[src/rtl/assert_macros.svh]
// Assertion macros shared by the reassembler RTL.
// Depends on a clock named i_clk and an active-low reset named i_rst_n in scope.
`ifndef ASSERT_MACROS_SVH
`define ASSERT_MACROS_SVH

// Check a condition at every clock edge outside reset.
`define SFR_ASSERT_RST(label, prop, msg) \
    label: assert property (@(posedge i_clk) disable iff (!i_rst_n) (prop)) else $error(msg);

// Check that an antecedent implies a consequent in the same cycle, outside reset.
`define SFR_ASSERT_IMP(label, ante, cons, msg) \
    label: assert property (@(posedge i_clk) disable iff (!i_rst_n) (ante) |-> (cons)) \
        else $error(msg);

`endif

[src/rtl/sfr_pkg.sv]
// Shared constants for the segmented frame reassembler.
// No dependencies; used by the bank RAM and the top level.
package sfr_pkg;

    // Byte and lane geometry of the message store
    localparam int BYTE_W     = 8;
    localparam int LANES      = 8;
    localparam int MAX_CHUNKS = 8;

    // Frame kinds on the input tuser
    localparam logic [1:0] KIND_SHORT = 2'd0;
    localparam logic [1:0] KIND_FIRST = 2'd1;
    localparam logic [1:0] KIND_NEXT  = 2'd2;
    localparam logic [1:0] KIND_OTHER = 2'd3;

    // Result kinds on the output tuser
    localparam logic ITEM_STATUS = 1'b0;
    localparam logic ITEM_CHUNK  = 1'b1;

    // Packed stream widths
    localparam int S_TDATA_W = 104;
    localparam int M_TDATA_W = 104;

endpackage

[src/rtl/sfr_bank_ram.sv]
// One byte lane of the message store: single write port, single registered read port.
// Depends on sfr_pkg for the byte width.
module sfr_bank_ram #(
    parameter int DEPTH  = 8,
    parameter int ADDR_W = (DEPTH > 1) ? $clog2(DEPTH) : 1
) (
    input  logic                          i_clk,
    input  logic                          i_wr_en,
    input  logic [ADDR_W-1:0]             i_wr_addr,
    input  logic [sfr_pkg::BYTE_W-1:0]    i_wr_data,
    input  logic                          i_rd_en,
    input  logic [ADDR_W-1:0]             i_rd_addr,
    output logic [sfr_pkg::BYTE_W-1:0]    o_rd_data
);

    logic [sfr_pkg::BYTE_W-1:0] r_mem [DEPTH];
    logic [sfr_pkg::BYTE_W-1:0] r_rd_data;

    // Write one byte
    always_ff @(posedge i_clk) begin
        if (i_wr_en) begin
            r_mem[i_wr_addr] <= i_wr_data;
        end
    end

    // Read one byte, registered
    always_ff @(posedge i_clk) begin
        if (i_rd_en) begin
            r_rd_data <= r_mem[i_rd_addr];
        end
    end

    assign o_rd_data = r_rd_data;

endmodule

[src/rtl/segmented_frame_reassembler.sv]
// Segmented frame reassembler: a frame's status request is registered in S_EXEC once the
// output register is free; a frame that completes no message then returns to S_IDLE.
// A completing frame then streams its k chunks (one to eight), one row read per chunk
// from the eight byte-lane RAMs (registered read).
// Reset (i_rst_n low, synchronous) clears the sequencer, header and length state;
// the message RAM is not cleared and only written bytes are ever read.
module segmented_frame_reassembler #(
    parameter int BUFFER_BYTES = 64
) (
    input  logic                           i_clk,
    input  logic                           i_rst_n,
    // Input frames
    input  logic                           i_s_tvalid,
    output logic                           o_s_tready,
    // tdata from bit 0: priority_req[3], source_addr[8], dest_addr[8], message_type[8],
    //                   sequence_index[8], byte_count[4], payload[64], zero pad[1]
    input  logic [sfr_pkg::S_TDATA_W-1:0]  i_s_tdata,
    // tuser: frame_kind[2]
    input  logic [1:0]                     i_s_tuser,
    // Result items
    output logic                           o_m_tvalid,
    input  logic                           i_m_tready,
    // tdata from bit 0: accepted[1], flow_ctrl_send[1], addr_first[8], addr_second[8],
    //                   msg_priority[3], message_code[8], msg_length[7], chunk_data[64], pad[4]
    output logic [sfr_pkg::M_TDATA_W-1:0]  o_m_tdata,
    // tuser: item_kind[1]
    output logic                           o_m_tuser,
    output logic                           o_m_tlast
);

    localparam int ROWS   = (BUFFER_BYTES + 7) / 8;
    localparam int ROW_W  = (ROWS > 1) ? $clog2(ROWS) : 1;
    localparam int FILL_W = $clog2(BUFFER_BYTES + 1);
    localparam int POS_W  = FILL_W + 1;
    localparam int IDX_W  = (FILL_W > 6) ? FILL_W : 6;

    localparam logic [1:0] S_IDLE = 2'd0;
    localparam logic [1:0] S_EXEC = 2'd1;
    localparam logic [1:0] S_RD   = 2'd2;
    localparam logic [1:0] S_DATA = 2'd3;

    // Sequencer and captured request
    logic [1:0]  r_state, n_state;
    logic [1:0]  r_kind;
    logic [2:0]  r_pri;
    logic [7:0]  r_src, r_dst, r_type, r_seq;
    logic [3:0]  r_cnt;
    logic [63:0] r_payload;

    // Reassembly state
    logic              r_long_active, n_long_active;
    logic              r_msg_ready, n_msg_ready;
    logic [7:0]        r_exp_idx, n_exp_idx;
    logic [15:0]       r_rem_len, n_rem_len;
    logic [FILL_W-1:0] r_fill, n_fill;
    logic [2:0]        r_hdr_pri, n_hdr_pri;
    logic [7:0]        r_hdr_src, n_hdr_src, r_hdr_dst, n_hdr_dst, r_hdr_type, n_hdr_type;
    logic [2:0]        r_chunk, n_chunk;
    logic [2:0]        r_last_chunk, n_last_chunk;

    // Output register
    logic                          r_out_valid, n_out_valid;
    logic                          r_out_user, n_out_user;
    logic                          r_out_last, n_out_last;
    logic [sfr_pkg::M_TDATA_W-1:0] r_out_data, n_out_data;

    // Frame decision
    logic              e_acc, e_fc, e_done, e_append, e_hdr;
    logic              e_long, e_ready;
    logic [7:0]        e_exp;
    logic [15:0]       e_rem, e_rem_sub;
    logic [FILL_W-1:0] e_fill;
    logic [3:0]        n_eff;
    logic [FILL_W-1:0] app_base;
    logic [POS_W-1:0]  fill_sum;
    logic [FILL_W-1:0] fill_after;
    logic [POS_W-1:0]  ch_sum, ch_cnt;
    logic [2:0]        e_last_chunk;

    // Bank ports
    logic [2:0]                  lane     [sfr_pkg::LANES];
    logic [POS_W-1:0]            pos      [sfr_pkg::LANES];
    logic [sfr_pkg::LANES-1:0]   bank_we;
    logic [ROW_W-1:0]            bank_wrow[sfr_pkg::LANES];
    logic [sfr_pkg::BYTE_W-1:0]  bank_wdat[sfr_pkg::LANES];
    logic [sfr_pkg::BYTE_W-1:0]  bank_rdat[sfr_pkg::LANES];
    logic                        rd_en;
    logic [ROW_W-1:0]            rd_row;
    logic [63:0]                 chunk_data;

    logic out_free, exec_go;

    assign out_free   = !r_out_valid || i_m_tready;
    assign exec_go    = (r_state == S_EXEC) && out_free;
    assign o_s_tready = (r_state == S_IDLE);
    assign o_m_tvalid = r_out_valid;
    assign o_m_tuser  = r_out_user;
    assign o_m_tlast  = r_out_last;
    assign o_m_tdata  = r_out_data;

    // Clamp the byte count and work out where appended bytes land
    always_comb begin
        n_eff      = (r_cnt > 4'd8) ? 4'd8 : r_cnt;
        app_base   = (r_kind == sfr_pkg::KIND_SHORT) ? '0 : r_fill;
        fill_sum   = POS_W'(app_base) + POS_W'(n_eff);
        fill_after = (fill_sum > POS_W'(BUFFER_BYTES)) ? FILL_W'(BUFFER_BYTES)
                                                       : fill_sum[FILL_W-1:0];
        e_rem_sub  = r_rem_len - 16'(n_eff);
    end

    // Decide status and next reassembly state for the captured frame
    always_comb begin
        e_acc    = 1'b1;
        e_fc     = 1'b0;
        e_done   = 1'b0;
        e_append = 1'b0;
        e_hdr    = 1'b0;
        e_long   = r_long_active;
        e_ready  = r_msg_ready;
        e_exp    = r_exp_idx;
        e_rem    = r_rem_len;
        e_fill   = r_fill;
        unique case (r_kind)
            sfr_pkg::KIND_SHORT: begin
                e_long   = 1'b0;
                e_hdr    = 1'b1;
                e_append = 1'b1;
                e_fill   = fill_after;
                e_ready  = 1'b1;
                e_done   = 1'b1;
            end
            sfr_pkg::KIND_FIRST: begin
                e_hdr  = 1'b1;
                e_fill = '0;
                e_exp  = 8'd1;
                e_rem  = r_payload[15:0];
                if (r_payload[15:0] > 16'(BUFFER_BYTES)) begin
                    e_long  = 1'b0;
                    e_ready = 1'b0;
                    e_acc   = 1'b0;
                end else begin
                    e_fc = 1'b1;
                    if (r_payload[15:0] == 16'd0) begin
                        e_long  = 1'b0;
                        e_ready = 1'b1;
                        e_done  = 1'b1;
                    end else begin
                        e_long  = 1'b1;
                        e_ready = 1'b0;
                    end
                end
            end
            sfr_pkg::KIND_NEXT: begin
                if (!r_long_active || r_msg_ready) begin
                    e_acc = 1'b0;
                end else if (r_seq != r_exp_idx || 16'(n_eff) > r_rem_len) begin
                    e_long = 1'b0;
                    e_acc  = 1'b0;
                end else begin
                    e_append = 1'b1;
                    e_fill   = fill_after;
                    e_rem    = e_rem_sub;
                    e_exp    = r_exp_idx + 8'd1;
                    if (e_rem_sub == 16'd0) begin
                        e_long  = 1'b0;
                        e_ready = 1'b1;
                        e_done  = 1'b1;
                    end
                end
            end
            sfr_pkg::KIND_OTHER: begin
            end
            default: begin
            end
        endcase
    end

    // Chunk count: ceil(fill / 8), at least one, at most eight
    always_comb begin
        ch_sum = POS_W'(e_fill) + POS_W'(7);
        ch_cnt = ch_sum >> 3;
        if (ch_cnt == '0) begin
            e_last_chunk = 3'd0;
        end else if (ch_cnt > POS_W'(sfr_pkg::MAX_CHUNKS)) begin
            e_last_chunk = 3'(sfr_pkg::MAX_CHUNKS - 1);
        end else begin
            e_last_chunk = 3'(ch_cnt - POS_W'(1));
        end
    end

    // Rotate payload bytes onto the lanes; a lane below the start lane wraps to the next row
    always_comb begin
        for (int b = 0; b < sfr_pkg::LANES; b++) begin
            lane[b]      = 3'(b) - app_base[2:0];
            pos[b]       = POS_W'(app_base) + POS_W'(lane[b]);
            bank_we[b]   = exec_go && e_append && ({1'b0, lane[b]} < n_eff) &&
                           (pos[b] < POS_W'(BUFFER_BYTES));
            bank_wrow[b] = ROW_W'(pos[b] >> 3);
            bank_wdat[b] = r_payload[8*lane[b] +: 8];
        end
    end

    // Read the first row on entry, then prefetch the next row as each chunk leaves
    assign rd_en  = (r_state == S_RD) ||
                    ((r_state == S_DATA) && out_free && (r_chunk != r_last_chunk));
    assign rd_row = (r_state == S_RD) ? ROW_W'(r_chunk) : ROW_W'(r_chunk + 3'd1);

    // Zero the bytes past the message length
    always_comb begin
        for (int b = 0; b < sfr_pkg::LANES; b++) begin
            if (IDX_W'({r_chunk, 3'(b)}) < IDX_W'(r_fill)) begin
                chunk_data[8*b +: 8] = bank_rdat[b];
            end else begin
                chunk_data[8*b +: 8] = 8'd0;
            end
        end
    end

    // Byte-lane RAMs
    for (genvar g = 0; g < sfr_pkg::LANES; g++) begin : g_bank
        sfr_bank_ram #(
            .DEPTH  (ROWS),
            .ADDR_W (ROW_W)
        ) u_bank (
            .i_clk     (i_clk),
            .i_wr_en   (bank_we[g]),
            .i_wr_addr (bank_wrow[g]),
            .i_wr_data (bank_wdat[g]),
            .i_rd_en   (rd_en),
            .i_rd_addr (rd_row),
            .o_rd_data (bank_rdat[g])
        );
    end

    // Sequencer: capture, execute with status request, then stream chunks if a message completes
    always_comb begin
        n_state       = r_state;
        n_long_active = r_long_active;
        n_msg_ready   = r_msg_ready;
        n_exp_idx     = r_exp_idx;
        n_rem_len     = r_rem_len;
        n_fill        = r_fill;
        n_hdr_pri     = r_hdr_pri;
        n_hdr_src     = r_hdr_src;
        n_hdr_dst     = r_hdr_dst;
        n_hdr_type    = r_hdr_type;
        n_chunk       = r_chunk;
        n_last_chunk  = r_last_chunk;
        n_out_valid   = r_out_valid && !i_m_tready;
        n_out_user    = r_out_user;
        n_out_last    = r_out_last;
        n_out_data    = r_out_data;
        unique case (r_state)
            S_IDLE: begin
                if (i_s_tvalid) begin
                    n_state = S_EXEC;
                end
            end
            S_EXEC: begin
                if (out_free) begin
                    n_long_active = e_long;
                    n_msg_ready   = e_ready;
                    n_exp_idx     = e_exp;
                    n_rem_len     = e_rem;
                    n_fill        = e_fill;
                    if (e_hdr) begin
                        n_hdr_pri  = r_pri;
                        n_hdr_src  = r_src;
                        n_hdr_dst  = r_dst;
                        n_hdr_type = r_type;
                    end
                    n_chunk      = 3'd0;
                    n_last_chunk = e_last_chunk;
                    n_out_valid  = 1'b1;
                    n_out_user   = sfr_pkg::ITEM_STATUS;
                    n_out_last   = !e_done;
                    n_out_data   = {4'd0, 64'd0, 7'd0, 8'd0, 3'd0, r_dst, r_src, e_fc, e_acc};
                    n_state      = e_done ? S_RD : S_IDLE;
                end
            end
            S_RD: begin
                n_state = S_DATA;
            end
            S_DATA: begin
                if (out_free) begin
                    n_out_valid = 1'b1;
                    n_out_user  = sfr_pkg::ITEM_CHUNK;
                    n_out_last  = (r_chunk == r_last_chunk);
                    n_out_data  = {4'd0, chunk_data, 7'(r_fill), r_hdr_type, r_hdr_pri,
                                   r_hdr_dst, r_hdr_src, 1'b0, 1'b0};
                    if (r_chunk == r_last_chunk) begin
                        n_state = S_IDLE;
                    end else begin
                        n_chunk = r_chunk + 3'd1;
                    end
                end
            end
            default: begin
                n_state = S_IDLE;
            end
        endcase
    end

    // Control registers
    always_ff @(posedge i_clk) begin
        if (!i_rst_n) begin
            r_state       <= S_IDLE;
            r_long_active <= 1'b0;
            r_msg_ready   <= 1'b0;
            r_exp_idx     <= 8'd0;
            r_rem_len     <= 16'd0;
            r_fill        <= '0;
            r_hdr_pri     <= 3'd0;
            r_hdr_src     <= 8'd0;
            r_hdr_dst     <= 8'd0;
            r_hdr_type    <= 8'd0;
            r_chunk       <= 3'd0;
            r_last_chunk  <= 3'd0;
            r_out_valid   <= 1'b0;
        end else begin
            r_state       <= n_state;
            r_long_active <= n_long_active;
            r_msg_ready   <= n_msg_ready;
            r_exp_idx     <= n_exp_idx;
            r_rem_len     <= n_rem_len;
            r_fill        <= n_fill;
            r_hdr_pri     <= n_hdr_pri;
            r_hdr_src     <= n_hdr_src;
            r_hdr_dst     <= n_hdr_dst;
            r_hdr_type    <= n_hdr_type;
            r_chunk       <= n_chunk;
            r_last_chunk  <= n_last_chunk;
            r_out_valid   <= n_out_valid;
        end
    end

    // Payload registers: captured request and output item
    always_ff @(posedge i_clk) begin
        if (i_s_tvalid && o_s_tready) begin
            r_kind    <= i_s_tuser;
            r_pri     <= i_s_tdata[2:0];
            r_src     <= i_s_tdata[10:3];
            r_dst     <= i_s_tdata[18:11];
            r_type    <= i_s_tdata[26:19];
            r_seq     <= i_s_tdata[34:27];
            r_cnt     <= i_s_tdata[38:35];
            r_payload <= i_s_tdata[102:39];
        end
        r_out_user <= n_out_user;
        r_out_last <= n_out_last;
        r_out_data <= n_out_data;
    end

    `include "assert_macros.svh"

    // A long message in progress is never also a finished one
    `SFR_ASSERT_RST(a_active_ready_excl, !(r_long_active && r_msg_ready), "active and ready")
    // The fill count stays inside the buffer
    `SFR_ASSERT_RST(a_fill_bound, r_fill <= FILL_W'(BUFFER_BYTES), "fill past buffer")
    // A status request without tlast is followed by chunks still being read
    `SFR_ASSERT_IMP(a_status_then_chunks,
        r_out_valid && (r_out_user == sfr_pkg::ITEM_STATUS) && !r_out_last,
        (r_state == S_RD) || (r_state == S_DATA), "status without chunk sequence")
    // No new frame is taken while chunks are pending
    `SFR_ASSERT_IMP(a_no_accept_in_chunks, (r_state == S_RD) || (r_state == S_DATA),
        !o_s_tready, "frame accepted during chunks")

endmodule
[config.mk]
export PLATFORM = sky130hd
export DESIGN_NAME = segmented_frame_reassembler
export DESIGN_NICKNAME = d
export VERILOG_FILES = /design/src/rtl/sfr_pkg.sv /design/src/rtl/sfr_bank_ram.sv /design/src/rtl/segmented_frame_reassembler.sv
export VERILOG_INCLUDE_DIRS = /design/src /design/src/rtl
export SDC_FILE = /design/constraint.sdc
export NUM_CORES = 1
export LEC_CHECK = 0
export BUFFER_PORTS_ARGS = -buffer_cell sky130_fd_sc_hd__buf_2
export CAP_MARGIN = 20
export CORE_MARGIN = 4
export CORE_UTILIZATION = 35
export DETAILED_ROUTE_END_ITERATION = 10
export MAX_ROUTING_LAYER = met4
export PLACE_DENSITY = 0.5
export SLEW_MARGIN = 20
export SYNTH_ARGS = -nofsm -noshare
export SYNTH_HDL_FRONTEND = slang
export SYNTH_SLANG_ARGS = --single-unit
[constraint.sdc]
create_clock -name i_clk -period 9.27 [get_ports i_clk]
set_clock_uncertainty 0.1 [all_clocks]
set_input_delay 0.927 -clock i_clk [delete_from_list [all_inputs] [get_ports i_clk]]
set_output_delay 0.927 -clock i_clk [all_outputs]
set_load 0.02 [all_outputs]
Yosys cells after proc, flatten, opt, wreduce, memory -nomap -nowiden
Memories as Yosys holds them, arrays and structs flattened. A register that Yosys moved wholly into a read port is not among the register bits.
Index checks and enable logic that the tools add are counted.
{"block": "classes", "addsub": 22, "magnitude_cmp": 29, "n_eq_ne": 17, "shifts": 8, "n_mux": 83, "n_reduce_logical": 48}
{"operator": "$shiftx 64x7->8", "n": 8}
{"operator": "$mux 104", "n": 2}
{"operator": "$pmux 104 s2", "n": 1}
{"operator": "$mux 8", "n": 10}
{"operator": "$add 7x3->8", "n": 8}
{"operator": "$lt 8x7->1 const B", "n": 8}
{"operator": "$lt 6x7->1", "n": 8}
{"operator": "$mux 1", "n": 40}
{"operator": "$logic_not 16->1", "n": 2}
{"operator": "$lt 3x4->1", "n": 8}
{"operator": "$mux 16", "n": 2}
{"operator": "$pmux 16 s2", "n": 1}
{"operator": "$mux 7", "n": 4}
{"operator": "$logic_and 1x1->1", "n": 22}
{"operator": "$pmux 7 s3", "n": 1}
{"operator": "$mux 3", "n": 6}
{"operator": "$gt 16x7->1 const B", "n": 1}
{"operator": "$gt 4x16->1", "n": 1}
{"operator": "$pmux 8 s2", "n": 1}
{"operator": "$sub 16x4->16", "n": 1}
{"operator": "$ne 2x2->1 const B", "n": 7}
{"operator": "$sub 3x3->3 const A", "n": 4}
{"operator": "$mux 2", "n": 5}
{"operator": "$reduce_and 5->1", "n": 2}
{"operator": "33 further kinds", "n": 54}
{"block": "totals", "ff_bits": 280, "ramBits": 512, "input_bits": 110, "out_inout_bits": 108, "word_cells": 239, "n_memories": 8}
{"memory": "g_bank[0].u_bank.r_mem", "words": 8, "word_bits": 8, "read_ports": 1, "rd_ports_with_merged_regs": 1, "write_ports": 1, "line_no": "sfr_bank_ram.sv:16", "text": "logic [sfr_pkg::BYTE_W-1:0] r_mem [DEPTH];"}
{"memory": "g_bank[1].u_bank.r_mem", "words": 8, "word_bits": 8, "read_ports": 1, "rd_ports_with_merged_regs": 1, "write_ports": 1, "line_no": "sfr_bank_ram.sv:16"}
{"memory": "g_bank[2].u_bank.r_mem", "words": 8, "word_bits": 8, "read_ports": 1, "rd_ports_with_merged_regs": 1, "write_ports": 1, "line_no": "sfr_bank_ram.sv:16"}
{"memory": "g_bank[3].u_bank.r_mem", "words": 8, "word_bits": 8, "read_ports": 1, "rd_ports_with_merged_regs": 1, "write_ports": 1, "line_no": "sfr_bank_ram.sv:16"}
{"memory": "g_bank[4].u_bank.r_mem", "words": 8, "word_bits": 8, "read_ports": 1, "rd_ports_with_merged_regs": 1, "write_ports": 1, "line_no": "sfr_bank_ram.sv:16"}
{"memory": "g_bank[5].u_bank.r_mem", "words": 8, "word_bits": 8, "read_ports": 1, "rd_ports_with_merged_regs": 1, "write_ports": 1, "line_no": "sfr_bank_ram.sv:16"}
{"memory": "2 more memories"}

Depth between registers and ports, before layout
Gate-level depths: netlist (run 1).
{"block": "depth", "ltp_word": 12, "ltp_mapped": 23, "ltp_nobuf": 21}

Modules after synthesis
A second synthesis (run 1) with hierarchy kept.
{"block": "hier_totals", "hier_cells": 2329, "hier_area_um2": 36697.7}
{"module": "sfr_bank_ram", "n_inst": 8, "cells_each": 114, "area_per_inst_um2": 2771.4, "seq_area_each_um2": 2162.1}
{"module": "segmented_frame_reassembler", "n_inst": 1, "cells_each": 1417, "area_per_inst_um2": 14526.4, "seq_area_each_um2": 7597.3}

Worst setup path after synthesis (run 1)
No wires, ideal clock.
{"block": "synth_timing", "path_kind": "input to register", "startpoint": "input i_m_tready", "endpoint": "memory g_bank[7].u_bank.r_mem[1][0] in the netlist's numbering, enable pin", "setup_time_ns": 0.395, "arrival_time_ns": 4.963, "t_required_ns": 8.775, "slack_ns": 3.812, "stages": 9, "path_buffers": 0, "path_cell_list": "nand2b_1 > nand2_1 > inv_1 > nand2b_1 > nor2_1 > o211ai_1 > inv_1 > nand2_1 > nor4_1"}
{"block": "synth_between", "elab_chain_len": 7}
{"item": "from (decl)", "line_no": "segmented_frame_reassembler.sv:22", "text": "input logic i_m_tready,"}
{"item": "$logic_or 1x1->1", "line_no": "segmented_frame_reassembler.sv:93", "text": "assign out_free = !r_out_valid || i_m_tready;"}
{"item": "$logic_and 1x1->1", "line_no": "segmented_frame_reassembler.sv:94", "text": "assign exec_go = (r_state == S_EXEC) && out_free;"}
{"item": "$logic_and 1x1->1 (3 in a row)", "line_no": "segmented_frame_reassembler.sv:196", "text": "bank_we[b] = exec_go && e_append && ({1'b0, lane[b]} < n_eff) &&"}
{"item": "$mux 1", "line_no": "sfr_bank_ram.sv:21", "text": "if (i_wr_en) begin"}
{"item": "$mux 1 (not written as such)", "line_no": "sfr_bank_ram.sv:22", "text": "r_mem[i_wr_addr] <= i_wr_data;"}
{"item": "to (decl)", "line_no": "sfr_bank_ram.sv:16"}
Every way passes these cells.

Worst setup path after layout (run 1)
{"block": "layout_timing", "startpoint": "register r_kind[0]", "endpoint": "memory g_bank[2].u_bank.r_mem[0][2] in the netlist's numbering, enable pin"}
{"block": "layout_between", "elab_chain_len": 8}
{"item": "from (decl)", "line_no": "segmented_frame_reassembler.sv:44", "text": "logic [1:0] r_kind;"}
{"item": "from (signal assigned)", "line_no": "segmented_frame_reassembler.sv:340", "text": "r_kind <= i_s_tuser;"}
{"item": "$logic_not 2->1", "line_no": "segmented_frame_reassembler.sv:104, segmented_frame_reassembler.sv:123"}
{"item": "$mux 7", "line_no": "segmented_frame_reassembler.sv:104", "text": "app_base = (r_kind == sfr_pkg::KIND_SHORT) ? '0 : r_fill;"}
{"item": "$sub 2x3->3", "line_no": "segmented_frame_reassembler.sv:194", "text": "lane[b] = 3'(b) - app_base[2:0];"}
{"item": "$add 7x3->8 or $lt 3x4->1 (tied branches)", "line_no": "segmented_frame_reassembler.sv:195, segmented_frame_reassembler.sv:196"}
{"item": "$lt 8x7->1 or $logic_and 1x1->1 (tied branches)", "line_no": "segmented_frame_reassembler.sv:197, segmented_frame_reassembler.sv:196"}
{"item": "$logic_and 1x1->1", "line_no": "segmented_frame_reassembler.sv:196"}
{"item": "$mux 1", "line_no": "sfr_bank_ram.sv:21"}
{"item": "$mux 1 (not written as such)", "line_no": "sfr_bank_ram.sv:22"}
{"item": "to (decl)", "line_no": "sfr_bank_ram.sv:16"}
Parallel ways exist; a longest one is shown, timed or not.

==> impl_metrics.env, run 1 <==
export IMPL_status="completed"
export IMPL_cts_sinks=852
export IMPL_coreArea_sq_mm=0.102
export IMPL_ant_nets=0
export IMPL_grt_pass1_wl_mm=136
export IMPL_placed_area_sq_mm=0.0388
export IMPL_synth_cell_types=72
export IMPL_fin_crit_ns=6.08
export IMPL_ys_flop_type="edfxtp_1"
export IMPL_cts_buffers=92
export IMPL_syn_inst=2368
export IMPL_setup_tns_ns=0
export IMPL_place_gp_congestion=0.878
export IMPL_final_nets=2762
export IMPL_die_area_sq_mm=0.108
export IMPL_initial_utilization=0.353
export IMPL_endpoint="g_bank[2].u_bank.r_mem[0][2]$_DFFE_PP_"
export IMPL_regToRegSetupSlack_ns=3.19
export IMPL_relSlewSlack=0.314
export IMPL_powerDensity_mw_per_mm2=199
export IMPL_crit_slowest_cell="nor2_1"
export IMPL_h_tree_depth=3
export IMPL_antenna_found_initial=2
export IMPL_final_cell_mix="edfxtp_1, nand2_1, buf_2, nor2_1, mux2i_1"
export IMPL_hpwlAfterDp_mm=63.3
export IMPL_vdd_ir_drop_worst_mv=0.118
export IMPL_cp_end_kind="flop"
export IMPL_p_leak_nw=14.6
export IMPL_overflow=0
export IMPL_max_stage_delay_ns=0.73
export IMPL_cts_root_buf="clkbuf_16"
export IMPL_cp_data_arrival_time_ns=6.25
export IMPL_synth_area_per_cell_sq_um=15.2
export IMPL_via_per_inst=5.03
export IMPL_syn_area_sq_mm=0.0360
export IMPL_clkSlewWorstSetupHoldPaths_ns=0.06
export IMPL_wl_mm=91.9
export IMPL_first_global_vias=20904
export IMPL_yosysWarnings=0
export IMPL_area_delta_synth_final_pct=15.4
export IMPL_seq_power_share=0.528
export IMPL_die_w_microns=329
export IMPL_rows=117
export IMPL_worst_pin_slew_ns=1.03
export IMPL_p_switching_w=0.00189
export IMPL_fp_dieH_microns=329
export IMPL_hold_ws_ns=0.337
export IMPL_fmax_ghz=0.165
export IMPL_fin_crit_sh=0.656
export IMPL_cts_resized=0
export IMPL_drv_cap=0
export IMPL_sw_frac_of_total=0.228
export IMPL_detail_route_wl_per_cell_microns=22.7
export IMPL_worst_ep_required_time_ns=9.44
export IMPL_reg2regPathDepth=17
export IMPL_postCtsHoldBufs=0
export IMPL_hp_class="in2reg"
export IMPL_async_reset_ff_frac=0
export IMPL_post_place_cells=3876
export IMPL_portBuffers=212
export IMPL_crit_path_max_fanout=30
export IMPL_cts_path_max_buffers=3
export IMPL_synth_edff_count=783
export IMPL_grt_max_degree=105
export IMPL_post_cts_buffers=0
export IMPL_initialDrtViolationCount=1471
export IMPL_synth_seq_area_share=0.691
export IMPL_drv_slew=0
export IMPL_num_vias=20347
export IMPL_ioPinCount=218
export IMPL_instances_no_fill=4045
export IMPL_drc=0
export IMPL_drive_above_1_share=0.226
export IMPL_final_common_cell="edfxtp_1"
export IMPL_final_util=0.407
export IMPL_finalSetupViolations=0
export IMPL_ys_ff_latch=852
export IMPL_hold_viol=0
export IMPL_cpMostUsedCell="ha_1"
export IMPL_num_fill_cells=9368
export IMPL_rr_startpoint="r_kind[0]$_DFFE_PP_"
export IMPL_r2r_end="g_bank[2].u_bank.r_mem[0][2]$_DFFE_PP_"
export IMPL_rsz0062_at_grt="no"
export IMPL_cts_tree="done"
export IMPL_path_cells="inv_1 -> ha_1 -> buf_4 -> inv_2 -> nand2_1 -> buf_4 -> inv_2 -> ha_1 -> inv_1 -> ha_1 -> clkinv_1 -> ha_1 -> a21oi_1 -> nor2_1 -> a2111o_1 -> or2_2 -> nor2_1"
export IMPL_clk_latency_ns=0.66
export IMPL_design_area_sq_mm=0.0416
export IMPL_grt_util_all_layers=0.174
export IMPL_combPwrFrac=0.061
export IMPL_drtPass1Iterations=6
export IMPL_start_kind="flop"
export IMPL_power_share_clock=0.412
export IMPL_p_int_w=0.00638
export IMPL_crit_start="r_kind[0]$_DFFE_PP_"
export IMPL_critical_path_class="reg2reg"
[worst max-delay path: cells and delay by family, from the launching register on]
kind | cells | cell delay [ns]
fa+ha+maj | 4 | 1.57
buf+inv | 7 | 1.93
compound gates | 2 | 0.48
flops | 1 | 0.37
simple gates | 4 | 1.23
[stage by stage]
stage / total power [W] / setup slack, ns
6_report: 0.00827 / 3.19
3_5_place_dp: 0.00495 / 3.19
4_1_cts: 0.00837 / 3.17
3_3_place_gp: 0.00493 / 3.26
2_1_floorplan: 0.00473 / 3.81
5_1_grt: 0.00859 / 2.75
[flip-flops by register name (all words and copies together), names as in the netlist, 4 cells and up, named ones only]
register	count
g_bank.u_bank.o_rd_data	64
g_bank.u_bank.r_mem	512
o_m_tdata	100
r_cnt	4
r_dst	8
r_exp_idx	8
r_fill	7
r_hdr_dst	8
r_hdr_src	8
r_hdr_type	8
r_payload	64
r_rem_len	16
r_seq	8
r_src	8
r_type	8
[logic make-up (layout without fill, tap and decap cells)]
family / count (synthesis) / in the layout / synth area share
and+or+nand+nor: 745 / 745 / 0.0916
xor gates and xnor gates: 52 / 52 / 0.0126
buffers and inverters: 150 / 454 / 0.0161
DFF: 852 / 852 / 0.691
muxes: 326 / 326 / 0.137
adders and majority gates: 49 / 49 / 0.0176
AOI/OAI and AO/OA: 193 / 193 / 0.0340
other: 1 / 6 / 0.000104
[layout make-up]
type                       count  area, sq um  share of cell area
antenna                        2         5.00            0.000120
multi-input combinational   1369        10700               0.257
inverter                      41          158             0.00379
sequential                   852        24900               0.599
timing repair buffer         247         1350              0.0324
clock inverter                50          307             0.00737
clock buffer                 116         2480              0.0596
tap                         1368         1710              0.0412
[per-layer routing]
layer / vias up / share of wire / global-route usage
met4: 0 / 0.025 / 0.0527
met2: 631 / 0.48 / 0.280
met1: 10202 / 0.44 / 0.228
li1: 9377 / - / -
met5: - / 0 / -
met3: 137 / 0.053 / 0.0305
[worst min-delay path by stage]
stage                                     from                          to  slack [ns]  cells past startpoint
floorplan            r_rem_len[0]$_SDFFE_PN0P_   r_rem_len[0]$_SDFFE_PN0P_        0.33                      2
detailed placement   r_hdr_src[3]$_SDFFE_PN0P_   r_hdr_src[3]$_SDFFE_PN0P_        0.35                      2
finish                           i_s_tdata[16]          r_dst[5]$_DFFE_PP_        0.34                      1
global route                     i_s_tdata[16]          r_dst[5]$_DFFE_PP_        0.30                      1
CTS                              i_s_tdata[81]     r_payload[42]$_DFFE_PP_        0.28                      1
global placement    r_hdr_type[2]$_SDFFE_PN0P_  r_hdr_type[2]$_SDFFE_PN0P_        0.34                      2
[cell usage after synthesis, types with 5 or more instances]
| master | instances | area, sq um |
|---|---|---|
| a211oi_1 | 6 | 45.0 |
| a21boi_0 | 5 | 37.5 |
| a21o_1 | 7 | 52.6 |
| a21oi_1 | 72 | 360 |
| a22oi_1 | 10 | 75.1 |
| a31oi_1 | 6 | 37.5 |
| and2_1 | 73 | 457 |
| and3_1 | 18 | 113 |
| buf_1 | 21 | 78.8 |
| clkbuf_1 | 83 | 312 |
| clkinv_1 | 7 | 26.3 |
| dfxtp_1 | 69 | 1380 |
| edfxtp_1 | 783 | 23500 |
| ha_1 | 46 | 576 |
| inv_1 | 30 | 113 |
| mux2_2 | 64 | 721 |
| mux2i_1 | 134 | 1340 |
| mux4_2 | 128 | 2880 |
| nand2_1 | 397 | 1490 |
| nand2b_1 | 16 | 100 |
| nand3_1 | 18 | 90.1 |
| nand4_1 | 8 | 50.1 |
| nor2_1 | 135 | 507 |
| nor2b_1 | 12 | 75.1 |
| nor3_1 | 31 | 155 |
| nor4_1 | 10 | 62.6 |
| o211ai_1 | 7 | 52.6 |
| o21ai_0 | 32 | 160 |
| o22ai_1 | 8 | 50.1 |
| or2_2 | 7 | 43.8 |
| or3_1 | 7 | 43.8 |
| xnor2_1 | 32 | 280 |
| xor2_1 | 20 | 175 |
[power by group through the flow]
stage,Combinational (W),Sequential [W],Clock (W)
2_1_floorplan,0.000276,0.00446,0
3_3_place_gp,0.000492,0.00444,0
3_5_place_dp,0.000504,0.00444,0
4_1_cts,0.000506,0.00436,0.00351
5_1_grt,0.000550,0.00437,0.00367
6_report,0.000501,0.00436,0.00341
(Power assumes the default switching activity.)
==> run 2, diff against run 1 <==
--- a/config.mk
+++ b/config.mk
@@ -6,13 +6,14 @@
 export SDC_FILE = /design/constraint.sdc
 export NUM_CORES = 1
 export LEC_CHECK = 0
+export ABC_AREA = 1
 export BUFFER_PORTS_ARGS = -buffer_cell sky130_fd_sc_hd__buf_2
 export CAP_MARGIN = 20
 export CORE_MARGIN = 4
 export CORE_UTILIZATION = 35
 export DETAILED_ROUTE_END_ITERATION = 10
 export MAX_ROUTING_LAYER = met4
-export PLACE_DENSITY = 0.5
+export PLACE_DENSITY = 0.52
 export SLEW_MARGIN = 20
 export SYNTH_ARGS = -nofsm -noshare
 export SYNTH_HDL_FRONTEND = slang
==> constraint.sdc (replaced) <==
create_clock -name i_clk -period 4.9 [get_ports i_clk]
set_clock_uncertainty 0.1 [all_clocks]
set_input_delay 0.49 -clock i_clk [delete_from_list [all_inputs] [get_ports i_clk]]
set_output_delay 0.49 -clock i_clk [all_outputs]
set_load 0.02 [all_outputs]
==> run 2 against run 1 <==
Net effect:
- critical path depth down 1
- worst setup slack worse by 2.9 ns
- area after synthesis increased by 1.8%
- die area is 1.8% higher
- critical endpoint is now g_bank[6].u_bank.r_mem[7][4]$_DFFE_PP_
- sequential share of layout area is 3.7 points lower
- first-iteration DRC count rose by 30%
- register-to-register slack got worse by 2.9 ns
- largest cell class unchanged
- fmax increased by 31%
- synthesized cell count increased by 43%
==> impl_metrics.env, run 2 <==
export IMPL_critical_path_class="reg2reg"
export IMPL_overflow=0
export IMPL_cp_data_arrival_time_ns=4.93
export IMPL_final_common_cell="edfxtp_1"
export IMPL_worst_ep_required_time_ns=5.18
export IMPL_path_cells="inv_1 -> ha_1 -> nor2_2 -> buf_4 -> ha_1 -> inv_1 -> ha_1 -> buf_4 -> ha_1 -> a21oi_1 -> o22ai_1 -> a2111oi_0 -> buf_4 -> nand2_1 -> nor2_1 -> buf_4"
export IMPL_rows=118
export IMPL_synth_commonest_cells="edfxtp_1, nor2_1, o21ai_0"
export IMPL_num_vias=25292
export IMPL_wl_mm=97.8
export IMPL_first_global_vias=24072
export IMPL_drive_above_1_share=0.147
export IMPL_area_delta_synth_final_pct=20.8
export IMPL_detail_route_wl_per_cell_microns=18.7
export IMPL_die_w_microns=332
export IMPL_fmax_ghz=0.215
export IMPL_crit_buf_inv=6
export IMPL_cp_end_kind="flop"
export IMPL_hold_viol=0
export IMPL_setup_ws_ns=0.252
export IMPL_syn_area_sq_mm=0.0367
export IMPL_final_cell_mix="edfxtp_1, nor2_1, o21ai_0, nand2_1, inv_1"
export IMPL_fin_crit_ns=4.65
export IMPL_synth_top_area_share=0.641
export IMPL_relSlewSlack=0.241
export IMPL_portBuffers=212
export IMPL_initial_utilization=0.354
export IMPL_hp_class="in2reg"
export IMPL_drv_cap=0
export IMPL_grt_util_all_layers=0.180
export IMPL_worst_pin_slew_ns=1.13
export IMPL_max_stage_delay_ns=0.70
export IMPL_finalSetupViolations=0
export IMPL_clkSlewWorstSetupHoldPaths_ns=0.06
export IMPL_syn_inst=3384
export IMPL_clk_latency_ns=0.68
export IMPL_ys_flop_type="edfxtp_1"
export IMPL_cts_tree="done"
export IMPL_synth_area_top_cells="edfxtp_1, nor2_1, o21ai_0, nand2_1, dfxtp_1"
export IMPL_cts_root_buf="clkbuf_16"
export IMPL_synth_top_area_cell="edfxtp_1"
export IMPL_drv_slew=0
export IMPL_synth_edff_count=783
export IMPL_synth_seq_area_share=0.678
export IMPL_initialDrtViolationCount=1913
export IMPL_drtPass1Iterations=6
export IMPL_crit_slowest_cell="a2111oi_0"
export IMPL_hold_ws_ns=0.164
export IMPL_rsz0062_at_grt="yes"
export IMPL_async_reset_ff_frac=0
export IMPL_yosysMostFrequentCell="edfxtp_1"
export IMPL_status="completed"
export IMPL_antenna_found_initial=1
export IMPL_die_area_sq_mm=0.110
export IMPL_coreArea_sq_mm=0.104
export IMPL_crit_family="adder cells"
export IMPL_crit_path_max_fanout=38
export IMPL_synth_cell_types=59
export IMPL_finalPower_w=0.0185
export IMPL_cts_path_max_buffers=3
export IMPL_grt_max_degree=129
export IMPL_fp_dieH_microns=332
export IMPL_ant_nets=0
export IMPL_vdd_ir_drop_worst_mv=0.276
export IMPL_cts_sinks=852
export IMPL_ioPinCount=218
export IMPL_powerDensity_mw_per_mm2=418
export IMPL_hpwlAfterDp_mm=65.0
export IMPL_antenna_cells=0
export IMPL_p_leak_nw=16.6
export IMPL_final_util=0.427
export IMPL_setup_tns_ns=0
export IMPL_via_per_inst=4.83
export IMPL_pre_cts_slack_ns=0.200
export IMPL_synth_area_per_cell_sq_um=10.8
export IMPL_place_gp_congestion=0.899
export IMPL_h_tree_depth=3
export IMPL_top_register="g_bank.u_bank.r_mem"
export IMPL_largest_reg_flops=512
export IMPL_ys_ff_latch=852
export IMPL_drc=0
export IMPL_cts_buffers=95
export IMPL_start_kind="flop"
export IMPL_fin_crit_sh=0.949
export IMPL_yosysWarnings=0
export IMPL_final_nets=3937
export IMPL_grt_pass1_wl_mm=149
run 2: cell types whose count changed after synthesis, moves of 23 or more:
| cell | change |
|---|---|
| nor2_1 | +526 |
| o21ai_0 | +463 |
| inv_1 | +265 |
| mux2i_1 | -134 |
| mux4_2 | -128 |
| and2_1 | -73 |
| a31oi_1 | +72 |
| clkbuf_1 | +65 |
| mux2_2 | -64 |
| o22ai_1 | +60 |
| o21a_1 | +30 |
| xnor2_1 | -26 |
| nand2_1 | +23 |
run 2: report_power, final:
group	switching, W	internal, W	leakage (nW)
combinational	0.00197	0.000810	7.33
clock	0.00296	0.00424	1.54
sequential	0.0000873	0.00848	7.73
total	0.00502	0.0135	16.6
run 2: area by class of cell:
cell class                 count  area, sq um
clock inverter                66          684
fill                        9842        59500
tap                         1380         1730
multi-input combinational   2048        10000
clock buffer                 111         2460
sequential                   852        24900
inverter                     315         1200
timing repair buffer         466         3330
run 2: cells by family after synthesis:
family / count (synthesis) / synth area share
adder cells (fa/ha/maj): 49 / 0.0173
XOR/XNOR: 27 / 0.00644
buffers and inverters: 487 / 0.0509
AO/OA/AOI/OAI: 784 / 0.118
other: 1 / 0.000102
AND/OR/NAND/NOR: 1184 / 0.129
flip-flops: 852 / 0.678
run 2: worst register-to-register path: cells and delay by family, from the launching register on:
kind	cells	cell delay [ns]
buffers and inverters	6	1.19
DFF	1	0.38
and+or+nand+nor	3	0.43
AOI/OAI and AO/OA	3	1.00
adders and majority gates	4	1.25
run 2: per-stage QoR:
stage	area [sq um]	instances
after global routing	44300	5238
after global placement	40100	4955
after CTS	44300	5238
final	44300	5238
after detailed placement	40100	4955
after floorplan	36700	3387
run 2: routing by layer:
| metal | vias up | share of wire | track usage | routed length [microns] |
|---|---|---|---|---|
| met5 | - | 0 | - | 0 |
| met1 | 12053 | 0.46 | 0.245 | 44900 |
| met2 | 616 | 0.47 | 0.282 | 45500 |
| li1 | 12490 | - | - | - |
| met3 | 133 | 0.052 | 0.0285 | 5120 |
| met4 | 0 | 0.023 | 0.0483 | 2220 |
run 2: worst paths after layout:
| kind | start | to | slack [ns] | cells after the start |
|---|---|---|---|---|
| worst max register to register | r_kind[0]$_DFFE_PP_ | g_bank[6].u_bank.r_mem[7][4]$_DFFE_PP_ | 0.25 | 16 |
| worst min register to register | r_hdr_src[3]$_SDFFE_PN0P_ | r_hdr_src[3]$_SDFFE_PN0P_ | 0.34 | 2 |
| worst min-delay path | i_m_tready | o_m_tvalid$_SDFF_PN0_ | 0.16 | 4 |
| worst max-delay path | r_kind[0]$_DFFE_PP_ | g_bank[6].u_bank.r_mem[7][4]$_DFFE_PP_ | 0.25 | 16 |
run 2: repair_timing:
action,CTS,global route
buffers inserted,0,0
resized for setup,0,1
hold buffers,106,0
setup endpoints to repair,0,36
endpoints found under the hold margin,106,0
